File: config.mk
export PLATFORM = sky130hd
export DESIGN_NAME = motor_door_controller
export DESIGN_NICKNAME = d
export VERILOG_FILES = /design/src/rtl/mdc_pkg.sv /design/src/rtl/motor_door_controller.sv /design/src/rtl/mdc_front.sv /design/src/rtl/mdc_back.sv
export SDC_FILE = /design/constraint.sdc
export NUM_CORES = 1
export LEC_CHECK = 0
export BUFFER_PORTS_ARGS = -buffer_cell sky130_fd_sc_hd__buf_2
export CORE_ASPECT_RATIO = 1.5
export CORE_MARGIN = 2
export CORE_UTILIZATION = 44
export DETAILED_ROUTE_END_ITERATION = 10
export PLACE_DENSITY = 0.67
export SYNTH_ARGS = -nofsm -noshare
export SYNTH_HDL_FRONTEND = slang
export SYNTH_HIERARCHICAL = 1
export SYNTH_SLANG_ARGS = --single-unit
File: constraint.sdc
create_clock -name aclk -period 6.5 [get_ports aclk]
set_input_delay 0.975 -clock aclk [delete_from_list [all_inputs] [get_ports aclk]]
set_output_delay 0.975 -clock aclk [all_outputs]
set_load 0.1 [all_outputs]
File: src/rtl/mdc_pkg.sv
package mdc_pkg;

    localparam int OP_W       = 3;
    localparam int CURRENT_W  = 16;
    localparam int DUTY_W     = 8;
    localparam int MS_W       = 20;
    localparam int STATE_W    = 4;
    localparam int CAUSE_W    = 2;
    localparam int COUNT_W    = 8;
    localparam int CFG_IDX_W  = 3;
    localparam int CFG_DATA_W = 20;

    localparam int QUEUE_DEPTH_DEF = 2;

    typedef logic [DUTY_W-1:0]    duty_t;
    typedef logic [MS_W-1:0]      ms_t;
    typedef logic [CURRENT_W-1:0] current_t;
    typedef logic [STATE_W-1:0]   state_code_t;
    typedef logic [CAUSE_W-1:0]   cause_t;
    typedef logic [COUNT_W-1:0]   count_t;

    localparam ms_t MS_MAX            = '1;
    localparam ms_t CLOSE_EXTRA_MS    = 20'd500;
    localparam ms_t CURRENT_IGNORE_MS = 20'd500;

    // operation codes on the input channel
    localparam logic [OP_W-1:0] OP_TICK  = 3'd0;
    localparam logic [OP_W-1:0] OP_OPEN  = 3'd1;
    localparam logic [OP_W-1:0] OP_CLOSE = 3'd2;
    localparam logic [OP_W-1:0] OP_STOP  = 3'd3;
    localparam logic [OP_W-1:0] OP_CLEAR = 3'd4;

    // configuration register indexes
    localparam logic [CFG_IDX_W-1:0] REG_OPEN_BOOST_PWR  = 3'd0;
    localparam logic [CFG_IDX_W-1:0] REG_OPEN_RUN_PWR    = 3'd1;
    localparam logic [CFG_IDX_W-1:0] REG_CLOSE_BOOST_PWR = 3'd2;
    localparam logic [CFG_IDX_W-1:0] REG_CLOSE_RUN_PWR   = 3'd3;
    localparam logic [CFG_IDX_W-1:0] REG_OPEN_BOOST_MS   = 3'd4;
    localparam logic [CFG_IDX_W-1:0] REG_CLOSE_BOOST_MS  = 3'd5;
    localparam logic [CFG_IDX_W-1:0] REG_MOVE_TIMEOUT_MS = 3'd6;
    localparam logic [CFG_IDX_W-1:0] REG_OBSTACLE_MA     = 3'd7;

    localparam duty_t    RST_OPEN_BOOST_PWR  = 8'd255;
    localparam duty_t    RST_OPEN_RUN_PWR    = 8'd128;
    localparam duty_t    RST_CLOSE_BOOST_PWR = 8'd255;
    localparam duty_t    RST_CLOSE_RUN_PWR   = 8'd128;
    localparam ms_t      RST_OPEN_BOOST_MS   = 20'd1000;
    localparam ms_t      RST_CLOSE_BOOST_MS  = 20'd1000;
    localparam ms_t      RST_MOVE_TIMEOUT_MS = 20'd30000;
    localparam current_t RST_OBSTACLE_MA     = 16'd1500;

    localparam cause_t CAUSE_NONE       = 2'd0;
    localparam cause_t CAUSE_OPEN_TO    = 2'd1;
    localparam cause_t CAUSE_CLOSE_TO   = 2'd2;
    localparam cause_t CAUSE_OBSTACLE   = 2'd3;

    localparam state_code_t DS_UNKNOWN      = 4'd0;
    localparam state_code_t DS_STOPPED      = 4'd1;
    localparam state_code_t DS_OPENING      = 4'd2;
    localparam state_code_t DS_OPENING_SLOW = 4'd3;
    localparam state_code_t DS_OPEN         = 4'd4;
    localparam state_code_t DS_CLOSING      = 4'd5;
    localparam state_code_t DS_CLOSING_SLOW = 4'd6;
    localparam state_code_t DS_OBSTACLE     = 4'd7;
    localparam state_code_t DS_TIMEOUT      = 4'd8;
    localparam state_code_t DS_ERROR        = 4'd9;
    localparam state_code_t DS_CLOSED       = 4'd10;

    typedef enum logic [2:0] {
        CMD_TICK,
        CMD_OPEN,
        CMD_CLOSE,
        CMD_STOP,
        CMD_CLEAR,
        CMD_IGNORE
    } cmd_t;

    typedef enum logic [10:0] {
        M_UNKNOWN      = 11'b000_0000_0001,
        M_STOPPED      = 11'b000_0000_0010,
        M_OPENING      = 11'b000_0000_0100,
        M_OPENING_SLOW = 11'b000_0000_1000,
        M_OPEN         = 11'b000_0001_0000,
        M_CLOSING      = 11'b000_0010_0000,
        M_CLOSING_SLOW = 11'b000_0100_0000,
        M_OBSTACLE     = 11'b000_1000_0000,
        M_TIMEOUT      = 11'b001_0000_0000,
        M_ERROR        = 11'b010_0000_0000,
        M_CLOSED       = 11'b100_0000_0000
    } mode_t;

    // one queued request after classification
    typedef struct packed {
        cmd_t     cmd;
        logic     top;
        logic     bottom;
        current_t current;
    } item_t;

    function automatic state_code_t state_code(input mode_t m);
        state_code_t c;
        unique case (m)
            M_UNKNOWN:      c = DS_UNKNOWN;
            M_STOPPED:      c = DS_STOPPED;
            M_OPENING:      c = DS_OPENING;
            M_OPENING_SLOW: c = DS_OPENING_SLOW;
            M_OPEN:         c = DS_OPEN;
            M_CLOSING:      c = DS_CLOSING;
            M_CLOSING_SLOW: c = DS_CLOSING_SLOW;
            M_OBSTACLE:     c = DS_OBSTACLE;
            M_TIMEOUT:      c = DS_TIMEOUT;
            M_ERROR:        c = DS_ERROR;
            M_CLOSED:       c = DS_CLOSED;
            default:        c = DS_UNKNOWN;
        endcase
        return c;
    endfunction

    function automatic logic is_moving(input mode_t m);
        return (m == M_OPENING) || (m == M_OPENING_SLOW) ||
               (m == M_CLOSING) || (m == M_CLOSING_SLOW);
    endfunction

endpackage

File: src/rtl/motor_door_controller.sv
// Door motor controller, one result per request.
// s_ channel: tuser[2:0] operation (tick, open, close, stop, reset error);
// tdata holds the limit switches and the motor current.
// m_ channel: 32-bit status word with both PWM duties, door state, moving,
// error flag, obstacle count and error cause.
// cfg channel: index 0..7 selects a setting, cfg_data carries its value;
// cfg_ready is always high. Write settings only while no request is pending.
// A request accepted on s_ is written into the classifier queue, then popped into the
// state registers, which raise m_tvalid with its result; a stall on m_ keeps it queued.
// Throughput: one request per cycle while m_tready is high; the classifier queue feeds
// the executor, whose state update is a single compare-and-update step per request.
// The result stays on m_tdata until taken; while m_tready is low the queue
// keeps taking requests until it is full, then s_tready drops.
// Reset (aresetn low, synchronous): door state unknown, motor off, no error,
// counters cleared, settings back to their defaults, both channels empty.
module motor_door_controller
    import mdc_pkg::*;
#(
    parameter int QUEUE_DEPTH = QUEUE_DEPTH_DEF
) (
    input  logic                  aclk,
    input  logic                  aresetn,
    input  logic                  s_tvalid,
    output logic                  s_tready,
    input  logic [23:0]           s_tdata,   // top_limit, bottom_limit, motor_current_ma, pad
    input  logic [7:0]            s_tuser,   // operation, pad
    output logic                  m_tvalid,
    input  logic                  m_tready,
    output logic [31:0]           m_tdata,   // open_drive, close_drive, door_state, moving,
                                             // error_flag, obstacle_count, error_cause
    input  logic                  cfg_valid,
    output logic                  cfg_ready,
    input  logic [CFG_IDX_W-1:0]  cfg_index,
    input  logic [CFG_DATA_W-1:0] cfg_data
);

    logic        q_valid, q_ready;
    item_t       q_item;
    duty_t       open_drive, close_drive;
    state_code_t door_state;
    logic        moving, error_flag;
    count_t      obstacle_count;
    cause_t      error_cause;

    mdc_front #(
        .QUEUE_DEPTH (QUEUE_DEPTH)
    ) u_front (
        .aclk       (aclk),
        .aresetn    (aresetn),
        .in_valid   (s_tvalid),
        .in_ready   (s_tready),
        .in_op      (s_tuser[OP_W-1:0]),
        .in_top     (s_tdata[0]),
        .in_bottom  (s_tdata[1]),
        .in_current (s_tdata[CURRENT_W+1:2]),
        .q_valid    (q_valid),
        .q_ready    (q_ready),
        .q_item     (q_item)
    );

    mdc_back u_back (
        .aclk               (aclk),
        .aresetn            (aresetn),
        .cfg_valid          (cfg_valid),
        .cfg_ready          (cfg_ready),
        .cfg_index          (cfg_index),
        .cfg_data           (cfg_data),
        .q_valid            (q_valid),
        .q_ready            (q_ready),
        .q_item             (q_item),
        .out_valid          (m_tvalid),
        .out_ready          (m_tready),
        .out_open_drive     (open_drive),
        .out_close_drive    (close_drive),
        .out_door_state     (door_state),
        .out_moving         (moving),
        .out_error_flag     (error_flag),
        .out_obstacle_count (obstacle_count),
        .out_error_cause    (error_cause)
    );

    assign m_tdata = {error_cause, obstacle_count, error_flag, moving,
                      door_state, close_drive, open_drive};

endmodule

File: src/rtl/mdc_front.sv
module mdc_front
    import mdc_pkg::*;
#(
    parameter int QUEUE_DEPTH = QUEUE_DEPTH_DEF
) (
    input  logic            aclk,
    input  logic            aresetn,
    input  logic            in_valid,
    output logic            in_ready,
    input  logic [OP_W-1:0] in_op,
    input  logic            in_top,
    input  logic            in_bottom,
    input  current_t        in_current,
    output logic            q_valid,
    input  logic            q_ready,
    output item_t           q_item
);

    localparam int PTR_W = (QUEUE_DEPTH > 1) ? $clog2(QUEUE_DEPTH) : 1;
    localparam int CNT_W = $clog2(QUEUE_DEPTH + 1);

    item_t             queue_reg [QUEUE_DEPTH];
    logic [PTR_W-1:0]  wr_ptr_reg, wr_ptr_next;
    logic [PTR_W-1:0]  rd_ptr_reg, rd_ptr_next;
    logic [CNT_W-1:0]  count_reg, count_next;
    cmd_t              cmd;
    logic              push, pop;

    always_comb begin
        unique case (in_op)
            OP_TICK:  cmd = CMD_TICK;
            OP_OPEN:  cmd = CMD_OPEN;
            OP_CLOSE: cmd = CMD_CLOSE;
            OP_STOP:  cmd = CMD_STOP;
            OP_CLEAR: cmd = CMD_CLEAR;
            default:  cmd = CMD_IGNORE;
        endcase
    end

    assign in_ready = (count_reg != CNT_W'(QUEUE_DEPTH));
    assign q_valid  = (count_reg != '0);
    assign q_item   = queue_reg[rd_ptr_reg];
    assign push     = in_valid && in_ready;
    assign pop      = q_valid && q_ready;

    always_comb begin
        wr_ptr_next = wr_ptr_reg;
        rd_ptr_next = rd_ptr_reg;
        count_next  = count_reg;
        if (push) begin
            wr_ptr_next = (wr_ptr_reg == PTR_W'(QUEUE_DEPTH - 1)) ? '0 : wr_ptr_reg + 1'b1;
        end
        if (pop) begin
            rd_ptr_next = (rd_ptr_reg == PTR_W'(QUEUE_DEPTH - 1)) ? '0 : rd_ptr_reg + 1'b1;
        end
        if (push && !pop) begin
            count_next = count_reg + 1'b1;
        end else if (pop && !push) begin
            count_next = count_reg - 1'b1;
        end
    end

    always_ff @(posedge aclk) begin
        if (!aresetn) begin
            wr_ptr_reg <= '0;
            rd_ptr_reg <= '0;
            count_reg  <= '0;
        end else begin
            wr_ptr_reg <= wr_ptr_next;
            rd_ptr_reg <= rd_ptr_next;
            count_reg  <= count_next;
        end
    end

    always_ff @(posedge aclk) begin
        if (push) begin
            queue_reg[wr_ptr_reg] <= '{cmd: cmd, top: in_top, bottom: in_bottom,
                                       current: in_current};
        end
    end

endmodule

File: src/rtl/mdc_back.sv
module mdc_back
    import mdc_pkg::*;
(
    input  logic                  aclk,
    input  logic                  aresetn,
    input  logic                  cfg_valid,
    output logic                  cfg_ready,
    input  logic [CFG_IDX_W-1:0]  cfg_index,
    input  logic [CFG_DATA_W-1:0] cfg_data,
    input  logic                  q_valid,
    output logic                  q_ready,
    input  item_t                 q_item,
    output logic                  out_valid,
    input  logic                  out_ready,
    output duty_t                 out_open_drive,
    output duty_t                 out_close_drive,
    output state_code_t           out_door_state,
    output logic                  out_moving,
    output logic                  out_error_flag,
    output count_t                out_obstacle_count,
    output cause_t                out_error_cause
);

    duty_t    open_boost_pwr_reg, open_run_pwr_reg, close_boost_pwr_reg, close_run_pwr_reg;
    ms_t      open_boost_ms_reg, close_boost_ms_reg, move_timeout_ms_reg;
    current_t obstacle_ma_reg;

    mode_t  mode_reg, mode_next;
    logic   latch_reg, latch_next;
    count_t retries_reg, retries_next;
    ms_t    phase_ms_reg, phase_ms_next;
    ms_t    move_ms_reg, move_ms_next;
    duty_t  open_duty_reg, open_duty_next;
    duty_t  close_duty_reg, close_duty_next;
    cause_t cause_reg, cause_next;
    logic   out_valid_reg;
    logic   pop;

    assign cfg_ready = 1'b1;
    assign q_ready   = !out_valid_reg || out_ready;
    assign pop       = q_valid && q_ready;

    always_ff @(posedge aclk) begin
        if (!aresetn) begin
            open_boost_pwr_reg  <= RST_OPEN_BOOST_PWR;
            open_run_pwr_reg    <= RST_OPEN_RUN_PWR;
            close_boost_pwr_reg <= RST_CLOSE_BOOST_PWR;
            close_run_pwr_reg   <= RST_CLOSE_RUN_PWR;
            open_boost_ms_reg   <= RST_OPEN_BOOST_MS;
            close_boost_ms_reg  <= RST_CLOSE_BOOST_MS;
            move_timeout_ms_reg <= RST_MOVE_TIMEOUT_MS;
            obstacle_ma_reg     <= RST_OBSTACLE_MA;
        end else if (cfg_valid) begin
            unique case (cfg_index)
                REG_OPEN_BOOST_PWR:  open_boost_pwr_reg  <= cfg_data[DUTY_W-1:0];
                REG_OPEN_RUN_PWR:    open_run_pwr_reg    <= cfg_data[DUTY_W-1:0];
                REG_CLOSE_BOOST_PWR: close_boost_pwr_reg <= cfg_data[DUTY_W-1:0];
                REG_CLOSE_RUN_PWR:   close_run_pwr_reg   <= cfg_data[DUTY_W-1:0];
                REG_OPEN_BOOST_MS:   open_boost_ms_reg   <= cfg_data[MS_W-1:0];
                REG_CLOSE_BOOST_MS:  close_boost_ms_reg  <= cfg_data[MS_W-1:0];
                REG_MOVE_TIMEOUT_MS: move_timeout_ms_reg <= cfg_data[MS_W-1:0];
                REG_OBSTACLE_MA:     obstacle_ma_reg     <= cfg_data[CURRENT_W-1:0];
                default: ;
            endcase
        end
    end

    always_comb begin
        ms_t  phase_inc;
        ms_t  move_inc;
        logic blocked;

        phase_inc = (phase_ms_reg == MS_MAX) ? phase_ms_reg : phase_ms_reg + 1'b1;
        move_inc  = (move_ms_reg == MS_MAX) ? move_ms_reg : move_ms_reg + 1'b1;
        blocked   = latch_reg || is_moving(mode_reg);

        mode_next       = mode_reg;
        latch_next      = latch_reg;
        retries_next    = retries_reg;
        phase_ms_next   = phase_ms_reg;
        move_ms_next    = move_ms_reg;
        open_duty_next  = open_duty_reg;
        close_duty_next = close_duty_reg;
        cause_next      = cause_reg;

        unique case (q_item.cmd)
            CMD_TICK: begin
                phase_ms_next = phase_inc;
                move_ms_next  = move_inc;
                unique case (mode_reg)
                    M_OPENING: begin
                        if (q_item.top) begin
                            open_duty_next  = '0;
                            close_duty_next = '0;
                            mode_next       = M_OPEN;
                        end else if (phase_inc >= open_boost_ms_reg) begin
                            open_duty_next  = open_run_pwr_reg;
                            close_duty_next = '0;
                            phase_ms_next   = '0;
                            mode_next       = M_OPENING_SLOW;
                        end
                    end
                    M_OPENING_SLOW: begin
                        if (q_item.top) begin
                            open_duty_next  = '0;
                            close_duty_next = '0;
                            mode_next       = M_OPEN;
                        end else if (move_inc >= move_timeout_ms_reg) begin
                            open_duty_next  = '0;
                            close_duty_next = '0;
                            mode_next       = M_TIMEOUT;
                            latch_next      = 1'b1;
                            cause_next      = CAUSE_OPEN_TO;
                        end
                    end
                    M_CLOSING: begin
                        // bottom reached during boost keeps the boost duty
                        if (q_item.bottom) begin
                            phase_ms_next = '0;
                            mode_next     = M_CLOSING_SLOW;
                        end else if (phase_inc >= close_boost_ms_reg) begin
                            open_duty_next  = '0;
                            close_duty_next = close_run_pwr_reg;
                            phase_ms_next   = '0;
                            mode_next       = M_CLOSING_SLOW;
                        end
                    end
                    M_CLOSING_SLOW: begin
                        if (q_item.bottom) begin
                            if (phase_inc >= CLOSE_EXTRA_MS) begin
                                open_duty_next  = '0;
                                close_duty_next = '0;
                                mode_next       = M_CLOSED;
                            end
                        end else if (move_inc >= CURRENT_IGNORE_MS &&
                                     q_item.current >= obstacle_ma_reg) begin
                            retries_next    = retries_reg + 1'b1;
                            open_duty_next  = '0;
                            close_duty_next = '0;
                            mode_next       = M_OBSTACLE;
                            latch_next      = 1'b1;
                            cause_next      = CAUSE_OBSTACLE;
                        end else if (move_inc >= move_timeout_ms_reg) begin
                            open_duty_next  = '0;
                            close_duty_next = '0;
                            mode_next       = M_TIMEOUT;
                            latch_next      = 1'b1;
                            cause_next      = CAUSE_CLOSE_TO;
                        end
                    end
                    default: ;
                endcase
            end
            CMD_OPEN: begin
                if (!blocked) begin
                    if (q_item.top) begin
                        open_duty_next  = '0;
                        close_duty_next = '0;
                        mode_next       = M_OPEN;
                    end else begin
                        move_ms_next    = '0;
                        phase_ms_next   = '0;
                        open_duty_next  = open_boost_pwr_reg;
                        close_duty_next = '0;
                        mode_next       = M_OPENING;
                    end
                end
            end
            CMD_CLOSE: begin
                if (!blocked) begin
                    if (q_item.bottom) begin
                        open_duty_next  = '0;
                        close_duty_next = '0;
                        mode_next       = M_CLOSED;
                    end else begin
                        move_ms_next    = '0;
                        phase_ms_next   = '0;
                        open_duty_next  = '0;
                        close_duty_next = close_boost_pwr_reg;
                        mode_next       = M_CLOSING;
                    end
                end
            end
            CMD_STOP: begin
                open_duty_next  = '0;
                close_duty_next = '0;
                mode_next       = M_STOPPED;
            end
            CMD_CLEAR: begin
                open_duty_next  = '0;
                close_duty_next = '0;
                latch_next      = 1'b0;
                retries_next    = '0;
                cause_next      = CAUSE_NONE;
                // top wins when both switches read active
                if (q_item.top) begin
                    mode_next = M_OPEN;
                end else if (q_item.bottom) begin
                    mode_next = M_CLOSED;
                end else begin
                    mode_next = M_UNKNOWN;
                end
            end
            default: ;
        endcase
    end

    always_ff @(posedge aclk) begin
        if (!aresetn) begin
            mode_reg       <= M_UNKNOWN;
            latch_reg      <= 1'b0;
            retries_reg    <= '0;
            phase_ms_reg   <= '0;
            move_ms_reg    <= '0;
            open_duty_reg  <= '0;
            close_duty_reg <= '0;
            cause_reg      <= CAUSE_NONE;
            out_valid_reg  <= 1'b0;
        end else begin
            if (pop) begin
                mode_reg       <= mode_next;
                latch_reg      <= latch_next;
                retries_reg    <= retries_next;
                phase_ms_reg   <= phase_ms_next;
                move_ms_reg    <= move_ms_next;
                open_duty_reg  <= open_duty_next;
                close_duty_reg <= close_duty_next;
                cause_reg      <= cause_next;
            end
            if (pop) begin
                out_valid_reg <= 1'b1;
            end else if (out_ready) begin
                out_valid_reg <= 1'b0;
            end
        end
    end

    // result is read straight off the state registers, which only move on a pop
    assign out_valid          = out_valid_reg;
    assign out_open_drive     = open_duty_reg;
    assign out_close_drive    = close_duty_reg;
    assign out_door_state     = state_code(mode_reg);
    assign out_moving         = is_moving(mode_reg);
    assign out_error_flag     = latch_reg || (mode_reg == M_OBSTACLE) ||
                                (mode_reg == M_TIMEOUT) || (mode_reg == M_ERROR);
    assign out_obstacle_count = retries_reg;
    assign out_error_cause    = cause_reg;

endmodule

**After elaboration in Yosys (flattened, before gate mapping)**

Memory sizes are Yosys's and may differ from the RTL's. A register that Yosys moved wholly into a read port is not among the register bits.
Cells that the tools add are included.
W data, S select, Z words.

- Flip-flop bits (word level): 191
- Bits in writable memories: 42
- Input port bits: 60
- Output and inout port bits: 35
- Word-level logic and storage cells: 206
- Memories: 1

Memories:

| memory | depth | bits a word | read ports | clocked after Yosys merged registers in | wr ports | line | RTL |
|---|---|---|---|---|---|---|---|
| u_front.queue_reg | 2 | 21 | 1 | 1 | 1 | mdc_front.sv:22 | `item_t queue_reg [QUEUE_DEPTH];` |

- Add/subtract/negate cells: 7
- $lt $le $gt $ge: 6
- Eq/ne operators: 46
- Multiplexer cells: 85
- Reduce and logical (&&, ||, !) cells: 41

Operators with widths:

| operator | number |
|---|---|
| $mux W20 | 10 |
| $mux W8 | 25 |
| $mux W11 | 14 |
| $pmux W8 S4 | 4 |
| $pmux W20 S3 | 2 |
| $ge A20 B20 Y1 | 3 |
| $pmux W11 S5 | 1 |
| $pmux W11 S4 | 1 |
| $add A20 B1 Y20 const B | 2 |
| $eq A20 B20 Y1 const B | 2 |
| $ge A20 B9 Y1 const B | 2 |
| $pmux W20 S2 | 1 |
| $pmux W4 S10 | 1 |
| $eq A3 B2 Y1 const B | 6 |
| $eq A3 B3 Y1 const B | 6 |
| $ge A16 B16 Y1 | 1 |
| $pmux W8 S2 | 1 |
| $reduce_and A2 Y1 | 8 |
| $pmux W3 S5 | 1 |
| $mux W2 | 7 |
| $mux W1 | 12 |
| $ne A2 B2 Y1 const B | 6 |
| $ne A4 B3 Y1 const B | 3 |
| $eq A11 B10 Y1 const B | 1 |
| 37 further kinds | 65 |

**Logic depth before layout (Yosys ltp)**

- Word-level depth: 8
- Gate-level depth with buffers: 18
- Depth with buffers taken out: 16

**Hierarchy**

Netlist, hierarchy kept.

By module, submodules not included:

| module | instances | cells each | area an instance (um^2) | seq. area each (um^2) |
|---|---|---|---|---|
| mdc_back | 1 | 1,379 | 10,681.5 | 3,743.6 |
| mdc_front | 1 | 92 | 1,767.9 | 1,361.3 |
| motor_door_controller | 1 | 2 | 15.0 | 0.0 |

**Worst setup path before layout**

Ideal clock, no wire load.

- Kind: reg2reg
- Start point: reg u_back.phase_ms_reg[10]
- End point: reg u_back.phase_ms_reg[6]
- Library setup time: 91 ps
- Data arrival time: 3,928 ps
- Required time: 6,409 ps
- Slack: 2,481 ps
- Cell stages (with the launch flop): 18
- Path buffers: 2
- Clock period less this slack: 4,019 ps
- Cell sequence: dfxtp_1 > clkbuf_1 > nand4_1 > nor4_2 > and2_1 > a21oi_1 > a31oi_1 > ha_1 > a21o_1 > a21oi_1 > nor3b_1 > o211ai_1 > a21oi_1 > nor2_1 > a211oi_1 > clkbuf_1 > a21oi_1 > a311oi_1

- Cells in the longest elaborated chain, start to end: 7
- Elaborated cells on any way between the ends: 11
- Those cells by class: 1 x add/sub; 2 x order compare; 1 x eq/ne; 7 x mux

RTL lines:

| what | line | RTL |
|---|---|---|
| from (decl) | mdc_back.sv:31 | `ms_t phase_ms_reg, phase_ms_next;` |
| from (signal assigned) | mdc_back.sv:224 | `phase_ms_reg <= phase_ms_next;` |
| $add A20 B1 Y20 or $eq A20 B20 Y1 (tied branches) | mdc_back.sv:73 | `phase_inc = (phase_ms_reg == MS_MAX) ? phase_ms_reg : phase_ms_reg + 1'b1;` |
| $mux W20 * | mdc_back.sv:73 |  |
| $ge A20 B20 Y1, on equally long branches | mdc_back.sv:121, mdc_back.sv:96 |  |
| $mux W20, on equally long branches | mdc_back.sv:121, mdc_back.sv:96 |  |
| $mux W20, on equally long branches | mdc_back.sv:118, mdc_back.sv:92 |  |
| $pmux W20 S2 * | mdc_back.sv:90 | `unique case (mode_reg)` |
| $pmux W20 S3 * | mdc_back.sv:86 | `unique case (q_item.cmd)` |

Mark *: on every way between the ends. The rest lies on a longest branch, timed or not.
A chain may end at the register's enable or synchronous reset.

**Final worst setup path**

- Start point: reg u_back.phase_ms_reg[0]
- End point: reg u_back.mode_reg[0]

- Cells in the longest elaborated chain, start to end: 5
- Elaborated cells on any way between the ends: 10
- Those cells by class: 1 x add/sub; 3 x order compare; 4 x eq/ne; 1 x mux; 1 x reduce/logical

RTL lines:

| what | line | RTL |
|---|---|---|
| $add A20 B1 Y20 or $eq A20 B20 Y1 (tied branches) | mdc_back.sv:73 |  |
| $mux W20 * | mdc_back.sv:73 |  |
| $ge A20 B20 Y1, or another cell as far along | mdc_back.sv:121 | `end else if (phase_inc >= close_boost_ms_reg) begin` |
| $ne A4 B3 Y1 (no line) | n/a |  |
| $reduce_and A8 Y1 (no line) * | n/a |  |
| to (signal assigned) | mdc_back.sv:221 | `mode_reg <= mode_next;` |
| to (decl) | mdc_back.sv:28 | `mode_t mode_reg, mode_next;` |

Marked as above.

==> run_results.csv <==
group,metric,value,unit
yosys,yosys_register_bits,234,
die,ioPinCount,95,
sta,finalSetupViolCount,0,
yosys,ys_async_sr_fraction,0,%
finish,largest_register_ffs,42,
power_and_ir_drop,p_total,4.143,mW
finish,diodes,0,
yosys,syn_inst,1473,
die,initial_core_util,44.57,%
global_routing,antenna_found_initial,0,
worst_setup_path,path_depth,15,
cts,cts_setup_buffers,0,
die,die_area,29720,um2
worst_setup_path,worstSetupStartpoint,"u_back/phase_ms_reg[0]",
placed_design,dpl.hpwl,22730,um
detailed_routing,vias_per_cell,5.683,
worst_setup_path,cp.arrival,5.57,ns
worst_setup_path,path_cells,"ha_1, nand2_1, nor3_1, a21o_1, nor2_1, or2_2, ha_1, a21oi_1, o21ai_0, o21ai_0, o211ai_1, a21oi_1, a211oi_2, nand2_1, a221o_1",
detailed_routing,vias,10620,
global_routing,grt_max_degree,83,
sta,worst_slew_pin_slew,1.025,ns
detailed_routing,drt_iter0_drc,702,
placed_design,gp_congestion,0.8838,
min_path,hold_path.class,"reg2reg",
sta,slew_headroom,31.57,%
sta,finalHoldViolCount,0,
yosys,synth_most_common_cell,"nand2_1",
detailed_routing,post-route-drc-count,0,
die,die_h,210.1,um
power_and_ir_drop,p_per_area,297.1,nW/um2
yosys,synthTopCellsByCount,"259 x nand2_1, 192 x dfxtp_1, 126 x a21oi_1",
sta,skew,0.02299,ns
cts,insertion_delay,0.54,ns
worst_setup_path,r2r_start,"u_back/phase_ms_reg[0]",
cts,cts_sinks,234,
power_and_ir_drop,power.leakage,5.542,nW
cts,h-tree-depth,1,
worst_setup_path,path_class,"reg2reg",
sta,rsz0062_at_grt,"false",
worst_setup_path,slowest_delay,0.88,ns
worst_setup_path,r2r_setup_slack,1.34,ns
die,rows,75,
power_and_ir_drop,peakVddDrop,173.4,uV
sta,layout_min_cycle_time,5.159,ns
die,core-area,27960,um2
worst_setup_path,crit_slowest_cell,"a211oi_2",
cts,root_buffer,"clkbuf_16",
global_routing,grt_pass1_vias,10270,
worst_setup_path,endpoint,"u_back/mode_reg[0]",
yosys,synth-edff-count,42,
detailed_routing,antenna_left,0,
global_routing,grt_pass1_wl,51810,um
sta,fmax,193.8,MHz
worst_setup_path,reg2reg_to,"u_back/mode_reg[0]",
die,die_x,141.4,um
worst_setup_path,critPathBufInv,0,
worst_setup_path,cp_max_fo,14,
yosys,yosysTopAreaCell,"dfxtp_1",
yosys,synth_area,12460,um2
cts,cts_tree,"yes",
yosys,syn-num-nets,1613,
yosys,synthTopCellsByArea,"dfxtp_1 31%, edfxtp_1 10%, ha_1 8.0%, nand2_1 7.8%, a21oi_1 5.1%",
detailed_routing,routed_wirelength,31460,um
worst_setup_path,required,6.91,ns
worst_setup_path,critPathTopFamily,"compound AO/OA/AOI/OAI gates",
global_routing,track_usage,21.08,%
finish,drive_above_1_share,12.75,%
job,cap_violations,0,
sta,tns,0,ns
finish,area.growth.synth_to_final,11.91,%
cts,clk_pin_slew,0.06,ns
worst_setup_path,cp-start-kind,"flip-flop",
detailed_routing,firstDrtPassIters,5,
cts,cts_hold_buf,0,
worst_setup_path,worst_r2r_path_depth,15,
worst_setup_path,setup.worst_path.end_class,"flip-flop",
detailed_routing,wl_per_cell,16.84,um
yosys,avgSynthCellArea,8.462,um2
finish,utilization,49.88,%
finish,nets,1644,
cts,cts-resized-gates,0,
outcome,status,"completed",
placed_design,io_buffers,82,
yosys,synth_top_area_share,30.84,%
cts,cts_buffers,24,
yosys,synth_warnings,6,
global_routing,grt.overflow.total,0,
yosys,yosysUniqueCellTypes,79,
sta,slew_violations,0,
yosys,ys_dominant_reg_cell,"dfxtp_1",
yosys,seq_area_frac_synth,40.96,%
sta,period_share,79.37,%
cts,cts_max_path_buffers,3,
==> cells in the final DEF (no fill, tap or decap), types with 10 or more instances in the layout <==
| master | synthesis | layout |
|---|---|---|
| edfxtp_1 | 42 | 42 |
| dfxtp_1 | 192 | 192 |
| nand3_1 | 45 | 45 |
| clkbuf_16 | 0 | 27 |
| a22o_1 | 17 | 17 |
| a22oi_1 | 31 | 31 |
| o211ai_1 | 33 | 33 |
| and2_1 | 15 | 15 |
| and3_1 | 10 | 10 |
| mux2_2 | 27 | 27 |
| a32o_1 | 16 | 16 |
| xor2_1 | 12 | 12 |
| nor3_1 | 30 | 26 |
| buf_2 | 6 | 82 |
| nand2b_1 | 11 | 11 |
| nand4_1 | 23 | 23 |
| buf_4 | 4 | 12 |
| ha_1 | 80 | 80 |
| a21o_1 | 15 | 15 |
| a21oi_1 | 126 | 126 |
| nor2b_1 | 10 | 10 |
| inv_1 | 96 | 97 |
| or3_1 | 10 | 10 |
| o21ai_0 | 31 | 31 |
| nand2_1 | 259 | 259 |
| nor2_1 | 99 | 98 |
| xnor2_1 | 21 | 21 |
==> cells by family (layout without fill, tap and decap cells) <==
| logic type | after synthesis | in the layout | share of synthesized area (%) |
|---|---|---|---|
| xor gates and xnor gates | 33 | 33 | 2.319 |
| AOI/OAI and AO/OA | 345 | 345 | 18.72 |
| adders and majority gates | 81 | 81 | 8.111 |
| muxes | 36 | 36 | 3.202 |
| other | 1 | 1 | 0.03009 |
| buffers and inverters | 186 | 235 | 5.923 |
| DFF | 234 | 234 | 40.96 |
| and+or+nand+nor | 557 | 557 | 20.74 |
==> power by group <==
part,internal (mW),leakage (nW),switching [mW]
combinational,0.319,3.16,0.674
sequential,1.57,1.95,0.0752
clock,0.892,0.432,0.610
==> final cells by class <==
type | count | area [um2]
fill | 2652 | 14020
clock inverter | 16 | 201.4
inverter | 97 | 365.4
multi-input combinational | 1053 | 6654
clock buffer | 28 | 689.4
timing repair buffer | 94 | 500.5
sequential | 234 | 5105
tap | 346 | 432.9
==> worst min-delay path by stage <==
| stage | startpoint | endpoint | slack, ns | cells after the start |
|---|---|---|---|---|
| 2_1_floorplan | u_back/close_run_pwr_reg[0] | u_back/close_run_pwr_reg[0] | 0.44 | 2 |
| 3_3_place_gp | u_back/close_run_pwr_reg[1] | u_back/close_run_pwr_reg[1] | 0.44 | 2 |
| 3_5_place_dp | u_back/close_boost_ms_reg[2] | u_back/close_boost_ms_reg[2] | 0.45 | 2 |
| 4_1_cts | u_back/close_boost_ms_reg[2] | u_back/close_boost_ms_reg[2] | 0.46 | 2 |
| 5_1_grt | u_back/close_boost_ms_reg[15] | u_back/close_boost_ms_reg[15] | 0.47 | 2 |
| 6_report | u_back/move_timeout_ms_reg[16] | u_back/move_timeout_ms_reg[16] | 0.45 | 2 |
==> worst min-delay path: cells and delay by family (launching register included) <==
| kind | cells | cell delay, ns |
|---|---|---|
| AOI/OAI and AO/OA | 1 | 0.05 |
| DFF | 1 | 0.31 |
| and+or+nand+nor | 1 | 0.05 |
==> routing by layer <==
metal | GRT usage (%) | up-vias | share of wire, %
met5 | 0 | - | 0
met4 | 7.103 | 0 | 2.9
met2 | 38.18 | 249 | 51
met3 | 2.340 | 54 | 4.6
li1 | - | 5281 | -
met1 | 25.87 | 5032 | 42
==> per-stage QoR <==
stage	worst slack, ns	hold WS, ns	area (um2)	instances
floorplan	2.481	0.4360	12460	1473
global placement	1.433	0.4414	13060	1824
detailed placement	1.426	0.4465	13060	1824
CTS	1.376	0.4551	13950	1868
global route	0.9177	0.4705	13950	1868
finish	1.341	0.4531	13950	1868
(Power assumes the default switching activity.)
